--- src/rtl/twdt_pkg.sv ---
// Package for the two-stage watchdog timer: request/result structs, command
// codes, register offsets and unlock constants.
// No dependencies.
package twdt_pkg;

    // Request and result payloads
    typedef struct packed {
        logic [2:0]  command;
        logic [7:0]  address;
        logic [2:0]  access_bytes;
        logic [31:0] write_data;
    } twdt_req_t;

    typedef struct packed {
        logic [15:0] read_data;
        logic        stage_one_alert;
        logic [1:0]  alert_kind;
        logic        reboot_request;
        logic        counting;
    } twdt_rsp_t;

    // Command codes
    localparam logic [2:0] CMD_TICK   = 3'd0;
    localparam logic [2:0] CMD_CFG_WR = 3'd1;
    localparam logic [2:0] CMD_CFG_RD = 3'd2;
    localparam logic [2:0] CMD_MEM_WR = 3'd3;
    localparam logic [2:0] CMD_MEM_RD = 3'd4;

    // Access sizes
    localparam logic [2:0] LEN_BYTE  = 3'd1;
    localparam logic [2:0] LEN_HALF  = 3'd2;
    localparam logic [2:0] LEN_WORD  = 3'd4;

    // Config space offsets
    localparam logic [7:0] ADDR_CFG_CTRL = 8'h60;
    localparam logic [7:0] ADDR_CFG_LOCK = 8'h68;

    // Memory window offsets
    localparam logic [7:0] ADDR_MEM_PRE1   = 8'h00;
    localparam logic [7:0] ADDR_MEM_PRE2   = 8'h04;
    localparam logic [7:0] ADDR_MEM_RELOAD = 8'h0c;

    // Unlock sequence values and progress codes
    localparam logic [31:0] UNLOCK_FIRST  = 32'h0000_0080;
    localparam logic [31:0] UNLOCK_SECOND = 32'h0000_0086;
    localparam logic [1:0]  UNLOCK_IDLE   = 2'd0;
    localparam logic [1:0]  UNLOCK_HALF   = 2'd1;
    localparam logic [1:0]  UNLOCK_OPEN   = 2'd2;

    // Reload register bits and flag readback
    localparam int          RELOAD_PING_BIT   = 8;
    localparam int          RELOAD_CLR_BIT_A  = 9;
    localparam int          RELOAD_CLR_BIT_B  = 12;
    localparam logic [15:0] FLAG_READ_VALUE   = 16'h1200;

    // Control and lock register bits
    localparam int CTRL_NO_REBOOT_BIT = 5;
    localparam int CTRL_FAST_BIT      = 2;
    localparam int LOCK_LOCK_BIT      = 0;
    localparam int LOCK_ENABLE_BIT    = 1;
    localparam int LOCK_FREE_BIT      = 2;

endpackage

--- src/rtl/twdt_core.sv ---
// Watchdog state and single-pass update for one registered request.
// Depends on twdt_pkg.
module twdt_core
    import twdt_pkg::*;
#(
    parameter int PRELOAD_BITS = 20,
    parameter int SLOW_SHIFT   = 15,
    parameter int FAST_SHIFT   = 5
)
(
    input  logic      clk,
    input  logic      rst_n,
    input  logic      go,
    input  twdt_req_t item,
    output twdt_rsp_t result
);

    localparam int MAX_SHIFT = (SLOW_SHIFT > FAST_SHIFT) ? SLOW_SHIFT : FAST_SHIFT;
    localparam int CNT_W     = PRELOAD_BITS + MAX_SHIFT;
    localparam logic [PRELOAD_BITS-1:0] PRE_ONES = {PRELOAD_BITS{1'b1}};

    logic                    reboot_reg, reboot_next;
    logic                    fast_reg, fast_next;
    logic [1:0]              kind_reg, kind_next;
    logic                    free_reg, free_next;
    logic                    lock_reg, lock_next;
    logic                    on_reg, on_next;
    logic [PRELOAD_BITS-1:0] pre1_reg, pre1_next;
    logic [PRELOAD_BITS-1:0] pre2_reg, pre2_next;
    logic                    second_reg, second_next;
    logic [1:0]              progress_reg, progress_next;
    logic                    flag_reg, flag_next;
    logic [CNT_W-1:0]        count_reg, count_next;
    logic                    running_reg, running_next;

    logic [31:0]             val;
    logic [CNT_W-1:0]        count_dec;
    logic                    hit_first;
    logic                    hit_second;

    // Scale a preload into a tick count
    function automatic logic [CNT_W-1:0] load_count(input logic [PRELOAD_BITS-1:0] pre,
                                                   input logic fast);
        logic [CNT_W-1:0] wide;
        begin
            wide = CNT_W'(pre);
            load_count = fast ? (wide << FAST_SHIFT) : (wide << SLOW_SHIFT);
        end
    endfunction

    // Mask write data to the access size
    always_comb
    begin
        priority if (item.access_bytes == LEN_BYTE)
            val = {24'd0, item.write_data[7:0]};
        else if (item.access_bytes == LEN_HALF)
            val = {16'd0, item.write_data[15:0]};
        else
            val = item.write_data;
    end

    assign count_dec  = (count_reg == '0) ? '0 : count_reg - CNT_W'(1);
    assign hit_first  = (item.address == ADDR_MEM_RELOAD) && (val == UNLOCK_FIRST);
    assign hit_second = (item.address == ADDR_MEM_RELOAD) && (val == UNLOCK_SECOND) &&
                        (progress_reg == UNLOCK_HALF);

    // Compute next state and the result for the current request
    always_comb
    begin
        reboot_next   = reboot_reg;
        fast_next     = fast_reg;
        kind_next     = kind_reg;
        free_next     = free_reg;
        lock_next     = lock_reg;
        on_next       = on_reg;
        pre1_next     = pre1_reg;
        pre2_next     = pre2_reg;
        second_next   = second_reg;
        progress_next = progress_reg;
        flag_next     = flag_reg;
        count_next    = count_reg;
        running_next  = running_reg;
        result        = '0;

        unique case (item.command)
            CMD_TICK:
            begin
                if (running_reg)
                begin
                    count_next = count_dec;
                    if (count_dec == '0)
                    begin
                        if (!second_reg)
                        begin
                            // stage one expired: alert, start stage two
                            result.stage_one_alert = 1'b1;
                            result.alert_kind      = kind_reg;
                            if (on_reg)
                            begin
                                second_next  = 1'b1;
                                count_next   = load_count(pre2_reg, fast_reg);
                                running_next = 1'b1;
                            end
                        end
                        else
                        begin
                            running_next = 1'b0;
                            if (reboot_reg)
                            begin
                                // request reboot, drop all but the flag
                                flag_next             = 1'b1;
                                result.reboot_request = 1'b1;
                                reboot_next           = 1'b1;
                                fast_next             = 1'b0;
                                kind_next             = 2'd0;
                                free_next             = 1'b0;
                                lock_next             = 1'b0;
                                on_next               = 1'b0;
                                pre1_next             = PRE_ONES;
                                pre2_next             = PRE_ONES;
                                second_next           = 1'b0;
                                progress_next         = UNLOCK_IDLE;
                                count_next            = '0;
                            end
                            else if (free_reg && on_reg)
                            begin
                                second_next  = 1'b0;
                                count_next   = load_count(pre1_reg, fast_reg);
                                running_next = 1'b1;
                            end
                        end
                    end
                end
            end
            CMD_CFG_WR:
            begin
                if (item.address == ADDR_CFG_CTRL && item.access_bytes == LEN_HALF)
                begin
                    reboot_next = !val[CTRL_NO_REBOOT_BIT];
                    fast_next   = val[CTRL_FAST_BIT];
                    kind_next   = val[1:0];
                end
                else if (item.address == ADDR_CFG_LOCK && item.access_bytes == LEN_BYTE &&
                         !lock_reg)
                begin
                    lock_next = val[LOCK_LOCK_BIT];
                    free_next = val[LOCK_FREE_BIT];
                    on_next   = val[LOCK_ENABLE_BIT];
                    if (!on_reg && val[LOCK_ENABLE_BIT])
                    begin
                        second_next  = 1'b0;
                        count_next   = load_count(pre1_reg, fast_reg);
                        running_next = 1'b1;
                    end
                    else if (!val[LOCK_ENABLE_BIT])
                        running_next = 1'b0;
                end
            end
            CMD_CFG_RD:
            begin
                if (item.address == ADDR_CFG_CTRL && item.access_bytes == LEN_HALF)
                begin
                    result.read_data[CTRL_NO_REBOOT_BIT] = !reboot_reg;
                    result.read_data[CTRL_FAST_BIT]      = fast_reg;
                    result.read_data[1:0]                = kind_reg;
                end
                else if (item.address == ADDR_CFG_LOCK && item.access_bytes == LEN_BYTE)
                begin
                    result.read_data[LOCK_FREE_BIT]   = free_reg;
                    result.read_data[LOCK_ENABLE_BIT] = on_reg;
                    result.read_data[LOCK_LOCK_BIT]   = lock_reg;
                end
            end
            CMD_MEM_WR:
            begin
                if (item.access_bytes == LEN_BYTE || item.access_bytes == LEN_HALF ||
                    item.access_bytes == LEN_WORD)
                begin
                    // advance the unlock sequence, or act once it is open
                    if (hit_first)
                        progress_next = UNLOCK_HALF;
                    else if (hit_second)
                        progress_next = UNLOCK_OPEN;
                    else if (item.access_bytes != LEN_BYTE && progress_reg == UNLOCK_OPEN)
                    begin
                        progress_next = UNLOCK_IDLE;
                        if (item.access_bytes == LEN_HALF)
                        begin
                            if (item.address == ADDR_MEM_RELOAD)
                            begin
                                if (val[RELOAD_PING_BIT] && on_reg)
                                begin
                                    second_next  = 1'b0;
                                    count_next   = load_count(pre1_reg, fast_reg);
                                    running_next = 1'b1;
                                end
                                if (val[RELOAD_CLR_BIT_A] || val[RELOAD_CLR_BIT_B])
                                    flag_next = 1'b0;
                            end
                        end
                        else
                        begin
                            if (item.address == ADDR_MEM_PRE1)
                                pre1_next = val[PRELOAD_BITS-1:0];
                            else if (item.address == ADDR_MEM_PRE2)
                                pre2_next = val[PRELOAD_BITS-1:0];
                        end
                    end
                end
            end
            CMD_MEM_RD:
            begin
                if (item.address == ADDR_MEM_RELOAD && item.access_bytes == LEN_HALF)
                    result.read_data = flag_reg ? FLAG_READ_VALUE : 16'd0;
            end
            default:
            begin
                result.read_data = 16'd0;
            end
        endcase

        result.counting = running_next;
    end

    // Hold state, update on each processed request
    always_ff @(posedge clk or negedge rst_n)
    begin
        if (!rst_n)
        begin
            reboot_reg   <= 1'b1;
            fast_reg     <= 1'b0;
            kind_reg     <= 2'd0;
            free_reg     <= 1'b0;
            lock_reg     <= 1'b0;
            on_reg       <= 1'b0;
            pre1_reg     <= PRE_ONES;
            pre2_reg     <= PRE_ONES;
            second_reg   <= 1'b0;
            progress_reg <= UNLOCK_IDLE;
            flag_reg     <= 1'b0;
            count_reg    <= '0;
            running_reg  <= 1'b0;
        end
        else if (go)
        begin
            reboot_reg   <= reboot_next;
            fast_reg     <= fast_next;
            kind_reg     <= kind_next;
            free_reg     <= free_next;
            lock_reg     <= lock_next;
            on_reg       <= on_next;
            pre1_reg     <= pre1_next;
            pre2_reg     <= pre2_next;
            second_reg   <= second_next;
            progress_reg <= progress_next;
            flag_reg     <= flag_next;
            count_reg    <= count_next;
            running_reg  <= running_next;
        end
    end

    // A running count always belongs to an enabled watchdog
    a_running_on: assert property (@(posedge clk) disable iff (!rst_n)
        running_reg |-> on_reg)
        else $error("count running while watchdog disabled");

    // Reboot leaves the flag set and the watchdog off
    a_reboot_state: assert property (@(posedge clk) disable iff (!rst_n)
        go && result.reboot_request |=> flag_reg && !on_reg && !running_reg)
        else $error("reboot did not reset state");

    // Stage one expiry moves to stage two
    a_alert_stage: assert property (@(posedge clk) disable iff (!rst_n)
        go && result.stage_one_alert |=> second_reg && running_reg)
        else $error("alert without stage two start");

    // Unlock progress never takes the unused code
    a_progress_range: assert property (@(posedge clk) disable iff (!rst_n)
        progress_reg == UNLOCK_IDLE || progress_reg == UNLOCK_HALF ||
        progress_reg == UNLOCK_OPEN)
        else $error("bad unlock progress");

endmodule

--- src/rtl/two_stage_watchdog_timer.sv ---
// Top level of the two-stage watchdog timer: request register, state core,
// result register. Depends on twdt_pkg and twdt_core.
//
//  channel   | signals                      | direction
//  ----------+------------------------------+----------
//  request   | req_valid, req_stall, req    | in
//  result    | rsp_valid, rsp_stall, rsp    | out
//
// One request per cycle sustained while rsp_stall is low; a result passes
// through the request register, then the result register, before it is
// offered on rsp.
// All state updates happen in one pass of logic between the two registers.
// rst_n resets all watchdog state asynchronously; the reboot flag is
// cleared only by rst_n or an unlocked reload write.
// req_stall rises only when a request is held and the result register is
// full and stalled.
module two_stage_watchdog_timer
    import twdt_pkg::*;
#(
    parameter int PRELOAD_BITS = 20,
    parameter int SLOW_SHIFT   = 15,
    parameter int FAST_SHIFT   = 5
)
(
    input  logic      clk,
    input  logic      rst_n,
    input  logic      req_valid,
    output logic      req_stall,
    input  twdt_req_t req,
    output logic      rsp_valid,
    input  logic      rsp_stall,
    output twdt_rsp_t rsp
);

    logic      in_valid_reg, in_valid_next;
    twdt_req_t in_req_reg;
    logic      out_valid_reg, out_valid_next;
    twdt_rsp_t out_rsp_reg;
    twdt_rsp_t core_rsp;
    logic      advance;
    logic      accept;

    // Move the held request to the result side when there is room
    assign advance   = in_valid_reg && (!out_valid_reg || !rsp_stall);
    assign req_stall = in_valid_reg && !advance;
    assign accept    = req_valid && !req_stall;

    always_comb
    begin
        in_valid_next = in_valid_reg;
        if (accept)
            in_valid_next = 1'b1;
        else if (advance)
            in_valid_next = 1'b0;

        out_valid_next = out_valid_reg;
        if (advance)
            out_valid_next = 1'b1;
        else if (!rsp_stall)
            out_valid_next = 1'b0;
    end

    twdt_core #(
        .PRELOAD_BITS (PRELOAD_BITS),
        .SLOW_SHIFT   (SLOW_SHIFT),
        .FAST_SHIFT   (FAST_SHIFT)
    ) u_core (
        .clk    (clk),
        .rst_n  (rst_n),
        .go     (advance),
        .item   (in_req_reg),
        .result (core_rsp)
    );

    // Hold valid flags
    always_ff @(posedge clk or negedge rst_n)
    begin
        if (!rst_n)
        begin
            in_valid_reg  <= 1'b0;
            out_valid_reg <= 1'b0;
        end
        else
        begin
            in_valid_reg  <= in_valid_next;
            out_valid_reg <= out_valid_next;
        end
    end

    // Capture request and result payloads
    always_ff @(posedge clk)
    begin
        if (accept)
            in_req_reg <= req;
        if (advance)
            out_rsp_reg <= core_rsp;
    end

    assign rsp_valid = out_valid_reg;
    assign rsp       = out_rsp_reg;

endmodule
--- config.mk ---
export PLATFORM = sky130hd
export DESIGN_NAME = two_stage_watchdog_timer
export DESIGN_NICKNAME = d
export VERILOG_FILES = /design/src/rtl/twdt_pkg.sv /design/src/rtl/twdt_core.sv /design/src/rtl/two_stage_watchdog_timer.sv
export SDC_FILE = /design/constraint.sdc
export NUM_CORES = 1
export LEC_CHECK = 0
export BUFFER_PORTS_ARGS = -buffer_cell sky130_fd_sc_hd__buf_4
export CELL_PAD_IN_SITES_DETAIL_PLACEMENT = 0
export CELL_PAD_IN_SITES_GLOBAL_PLACEMENT = 1
export CORE_UTILIZATION = 51
export DETAILED_ROUTE_END_ITERATION = 16
export PLACE_DENSITY = 0.95
export SYNTH_ARGS = -nofsm -noshare
export SYNTH_HDL_FRONTEND = slang
export SYNTH_SLANG_ARGS = --single-unit
--- constraint.sdc ---
create_clock -name clk -period 10.12 [get_ports clk]
set_clock_uncertainty 0.05 [all_clocks]
set_input_delay 2.024 -clock clk [delete_from_list [all_inputs] [get_ports clk]]
set_output_delay 2.024 -clock clk [all_outputs]
set_load 0.01 [all_outputs]
Word-level counts from Yosys, hierarchy flattened. Cells that the tools add are included.

Add/subtract/negate cells: 1. Eq/ne operators: 38. Multiplexer cells: 131. Bitwise gates (word level): 3. Reductions and logical operators: 47.

Operators with widths (count): $mux W35 (19); $mux W20 (17); $pmux W35 S3 (1); $pmux W20 S2 (2); $logic_not A35 Y1 (2); $eq A32 B8 Y1 const B (2); $mux W1 (64); $mux W32 (2); $reduce_and A13 Y1 (3); $sub A35 B1 Y35 const B (1); $ne A2 B1 Y1 const B (16); $mux W2 (9); $eq A8 B7 Y1 const B (2); $reduce_and A8 Y1 (2); $logic_and A1 B1 Y1 (14); $pmux W1 S2 (7); $reduce_and A14 Y1 (1); $mux W13 (1); $reduce_and A12 Y1 (1); $ne A2 B2 Y1 const B (5); $eq A3 B2 Y1 const B (3); $mux W3 (3); $eq A8 B3 Y1 const B (1); $eq A8 B4 Y1 const B (1); other kinds (23) (41).

Bits in registers: 153. Input port bits: 50. Output and inout port bits: 23. Logic and storage cells: 245.

Depth between registers and ports, before layout.
Depth after elaboration: 12. Gate-level depth with buffers: 12. Gate-level depth less buffers: 11.

Modules after synthesis. From an unflattened synthesis, not the netlist that was laid out.

Cell total of the unflattened synthesis: 870. Area, all modules: 8755.9 um^2.

By module, submodules not included: twdt_core (instances 1, cells an instance 795, area an instance 6651.4 um^2, sequential area each 2228.4 um^2); two_stage_watchdog_timer (instances 1, cells an instance 75, area an instance 2104.5 um^2, sequential area each 2062.0 um^2).

Worst setup path before layout. No wires, ideal clock.

Path type: input -> register. Start point: input port rsp_stall. End point: register u_core.count_reg[23]. Library setup time: 130 ps. Arrival time: 4401 ps. Data required time: 9940 ps. Setup slack: 5539 ps. Stages on the path: 9. Buffers on the path: 1. Cells stage by stage: and2_1 nor2_1 o21ai_0 a211o_1 a221oi_1 clkbuf_1 o21ai_0 a22oi_1 o21ai_0.

Longest elaborated chain between the ends: 4.

RTL lines: from (decl) (line two_stage_watchdog_timer.sv:31) `input logic rsp_stall,`; $logic_not A1 Y1; $logic_or A1 B1 Y1 (line two_stage_watchdog_timer.sv:44) `assign advance = in_valid_reg && (!out_valid_reg || !rsp_stall);`; $logic_and A1 B1 Y1 (line two_stage_watchdog_timer.sv:44); named net advance (line two_stage_watchdog_timer.sv:40) `logic advance;`; $reduce_and A13 Y1 (no source line); to (signal assigned) (line twdt_core.sv:257) `count_reg <= count_next;`; to (decl) (line twdt_core.sv:33) `logic [CNT_W-1:0] count_reg, count_next;`.

The timed path passes the listed nets, and every way through them passes these cells. A chain may end at the register's enable or synchronous reset.

Worst setup path after layout.
Start point: register u_core.count_reg[5]. End point: register u_core.pre1_reg[1].

Longest elaborated chain between the ends: 5. Elaborated cells between the ends (all ways): 6. Classes of those cells: add/sub: 1; eq/ne: 1; mux: 1; reduce/logical: 3.

RTL lines: $sub A35 B1 Y35 or $logic_not A35 Y1 (tied branches) (line twdt_core.sv:62) `assign count_dec = (count_reg == '0) ? '0 : count_reg - CNT_W'(1);`; $mux W35 * (line twdt_core.sv:62); $logic_not A35 Y1 * (line twdt_core.sv:91) `if (count_dec == '0)`; $ne A2 B1 Y1 (no source line) *; $reduce_and A12 Y1 (no source line) *; to (signal assigned) (line twdt_core.sv:252) `pre1_reg <= pre1_next;`; to (decl) (line twdt_core.sv:28) `logic [PRELOAD_BITS-1:0] pre1_reg, pre1_next;`.

Every way passes the cells marked *; elsewhere a longest branch is shown, timed or not.

==> impl_metrics.py <==
metrics = {
    "routing": {
        "drt_wl_total_mm": 22.0,
        "vias": 6768,
        "first_pass_iters": 5,
        "ant_nets": 0,
        "drt_iter0_markers": 675,
        "via_per_inst": 6.43,
        "drcViolationCount": 0,
        "wire_per_inst_um": 20.9,
    },
    "global_routing": {
        "use_met3_pct": 6.24,
        "gr-usage-met1_pct": 38.8,
        "antenna_found_initial": 0,
        "grt_overflow": 0,
        "grt_use_total_pct": 28.2,
        "grt_max_degree": 69,
        "grt_util_met2_pct": 43.1,
        "grt_busiest_layer": "met2",
        "grt_pass1_wl_mm": 34.9,
        "grt_pass1_vias": 6360,
    },
    "run": {
        "max_cap_violations": 0,
    },
    "setup_path": {
        "worstSetupPathType": "register to register",
        "critical_path.top_delay_family": "simple AND/OR/NAND/NOR gates",
        "path_max_fanout": 20,
        "critical_path.max_stage_delay_ns": 1.09,
        "start_kind": "register",
        "crit_arrival_ns": 5.43,
        "end_kind": "register",
        "cp.required_ns": 10.42,
        "crit_chain": "nor3_2 -> nand4_1 -> nor4_4 -> a21o_1 -> o2111ai_1 -> or4_4 -> a21oi_4 -> a2bb2oi_2",
        "critPathBufInv": 0,
        "crit_slowest_cell": "nor4_4",
    },
    "cells_and_area": {
        "mostFrequentLayoutCells": "a21oi_1, buf_4, nand2_1, nor2_1, edfxtp_1",
        "final_common_cell": "a21oi_1",
        "syn2layout_area_growth_pct": 14.4,
        "diodes": 0,
        "nFillCells": 1219,
        "largest_reg_flops": 46,
        "drive_gt1_share_pct": 22.2,
        "nets": 881,
    },
    "clock_tree": {
        "cts_buffers": 17,
        "cts_setup_buffers": 0,
        "cts-hold-fix-buffers": 0,
        "cts_root_buffer": "clkbuf_16",
        "cts_tree": "yes",
        "htree_levels": 4,
        "cts.repair.resized": 0,
        "cts.clk_slew.worst_paths_ns": 0.07,
        "cts.path.max_buffers": 2,
        "cts_sinks": 145,
        "clock_latency_ns": 0.43,
    },
    "placement": {
        "place_hpwl_mm": 15.7,
        "place.gp.congestion": 0.960,
        "portBuffers": 62,
        "post-place-ws_ns": 4.82,
    },
    "synth": {
        "netlist_area_um2": 7980,
        "synthCells": 786,
        "synth_flop_cell": "edfxtp_1",
        "syn_avg_cell_area_um2": 10.1,
        "yosysWarnings": 0,
        "ys_ff_latch": 145,
        "yosysUniqueCellTypes": 70,
        "postSynth.asyncResetShare_pct": 61.4,
        "ys_seq_area_share_pct": 49.6,
        "synth_edf_count": 56,
    },
    "timing": {
        "max_freq_ghz": 0.195,
        "drv_slew": 0,
        "period_share_pct": 50.7,
        "min_period_ns": 5.13,
        "rsz0062_at_grt": "false",
        "slew-limit-headroom_pct": 17.5,
        "setup_viol": 0,
        "holdWs_ns": 0.463,
        "tightest_slew_ns": 1.22,
        "fin_setup_tns_ns": 0,
        "fin_ws_ns": 4.99,
        "hold_viol_final": 0,
    },
    "die": {
        "num_io_pins": 73,
        "die_area_um2": 16100,
        "rows": 45,
        "die_w_um": 127,
        "initial_utilization_pct": 52.3,
        "coreArea_um2": 15300,
        "fp.dieH_um": 127,
    },
    "power": {
        "vdd.ir_drop.worst_v": 0.000136,
        "power_density_nw_per_um2": 208,
        "design_power_total_mw": 1.90,
        "p_leak_nw": 3.51,
    },
    "min_path": {
        "min_path_type": "register to register",
    },
    "status": {
        "status": "finished clean",
    },
}
routing by layer:
metal	part of all wire, %	vias up	routed length [um]
met5	0	-	0
met4	3.8	0	841
met3	8.4	56	1850
met2	45	383	9940
met1	42	3260	9340
li1	-	3069	-
worst reg2reg max path: stages, from the launching register on:
cell,delay [ns]
dfrtp_1,0.46
nor3_2,0.45
nand4_1,0.72
nor4_4,1.09
a21o_1,0.17
o2111ai_1,0.42
or4_4,0.75
a21oi_4,0.73
a2bb2oi_2,0.21
kinds of logic (layout without fill, tap and decap cells):
logic type,count (synthesis),count (layout),synth area share [%]
AOI/OAI and AO/OA,272,272,24.2
and+or+nand+nor,248,248,16.4
DFF,145,145,49.6
adders and majority gates,2,2,0.314
buffers and inverters,76,123,4.41
other,1,10,0.0470
muxes,23,23,2.92
xor gates and xnor gates,19,19,2.09
final cells by class:
type / count / area, um^2 / share of cell area (%)
inverter: 20 / 75.1 / 0.823
clock inverter: 15 / 124 / 1.36
clock buffer: 17 / 425 / 4.66
tap: 211 / 264 / 2.89
timing repair buffer: 71 / 533 / 5.84
multi-input combinational: 574 / 3740 / 41.0
sequential: 145 / 3960 / 43.4
final timing paths:
check / from / to / slack [ns] / cells after the start
min in group asynchronous: rst_n / u_core.count_reg[16]$_DFFE_PN0P_ / 1.44 / 1
setup / recovery: u_core.count_reg[5]$_DFFE_PN0P_ / u_core.pre1_reg[1]$_DFFE_PN1P_ / 4.99 / 8
setup reg to reg: u_core.count_reg[5]$_DFFE_PN0P_ / u_core.pre1_reg[1]$_DFFE_PN1P_ / 4.99 / 8
hold reg to reg: rsp_valid$_DFFE_PN0P_ / rsp_valid$_DFFE_PN0P_ / 0.46 / 2
hold / removal: rsp_valid$_DFFE_PN0P_ / rsp_valid$_DFFE_PN0P_ / 0.46 / 2
max in group asynchronous: rst_n / u_core.progress_reg[0]$_DFFE_PN0P_ / 7.42 / 2
Yosys cell counts, types with 4 or more instances:
cell type,n,area share (%)
or4_1,9,0.85
clkbuf_1,39,1.8
nor3_1,31,1.9
a22o_1,20,2.2
a211oi_1,20,1.9
nand2b_1,8,0.63
nor2_1,57,2.7
nand3_1,12,0.75
a21o_1,7,0.66
o22a_1,9,0.99
inv_1,19,0.89
mux2i_1,21,2.6
or3_1,6,0.47
xnor2_1,8,0.88
and2_1,6,0.47
nand4b_1,4,0.44
nand4_1,9,0.71
o21ai_0,47,2.9
edfxtp_1,56,21
a22oi_1,9,0.85
o22ai_1,9,0.71
a2bb2oi_2,20,3.8
xor2_1,11,1.2
nor4_1,15,1.2
dfstp_2,41,14
nand2_1,60,2.8
buf_4,11,1.0
a21oi_1,92,5.8
o31ai_1,12,1.1
nor3b_1,4,0.38
dfrtp_1,48,15
per-stage QoR:
stage               utilization [%]  instance area (um^2)  cells
global placement               56.2                  8580   1021
finish                         59.8                  9130   1053
global route                   59.8                  9130   1053
floorplan                         -                  8010    795
detailed placement             56.2                  8580   1021
CTS                            59.8                  9130   1053
power by group:
part           switching (mW)  internal [mW]  total (mW)
sequential              0.153          0.736       0.889
clock                   0.271          0.321       0.593
combinational           0.236          0.182       0.418
No activity file was read; power rests on OpenSTA's default activity.
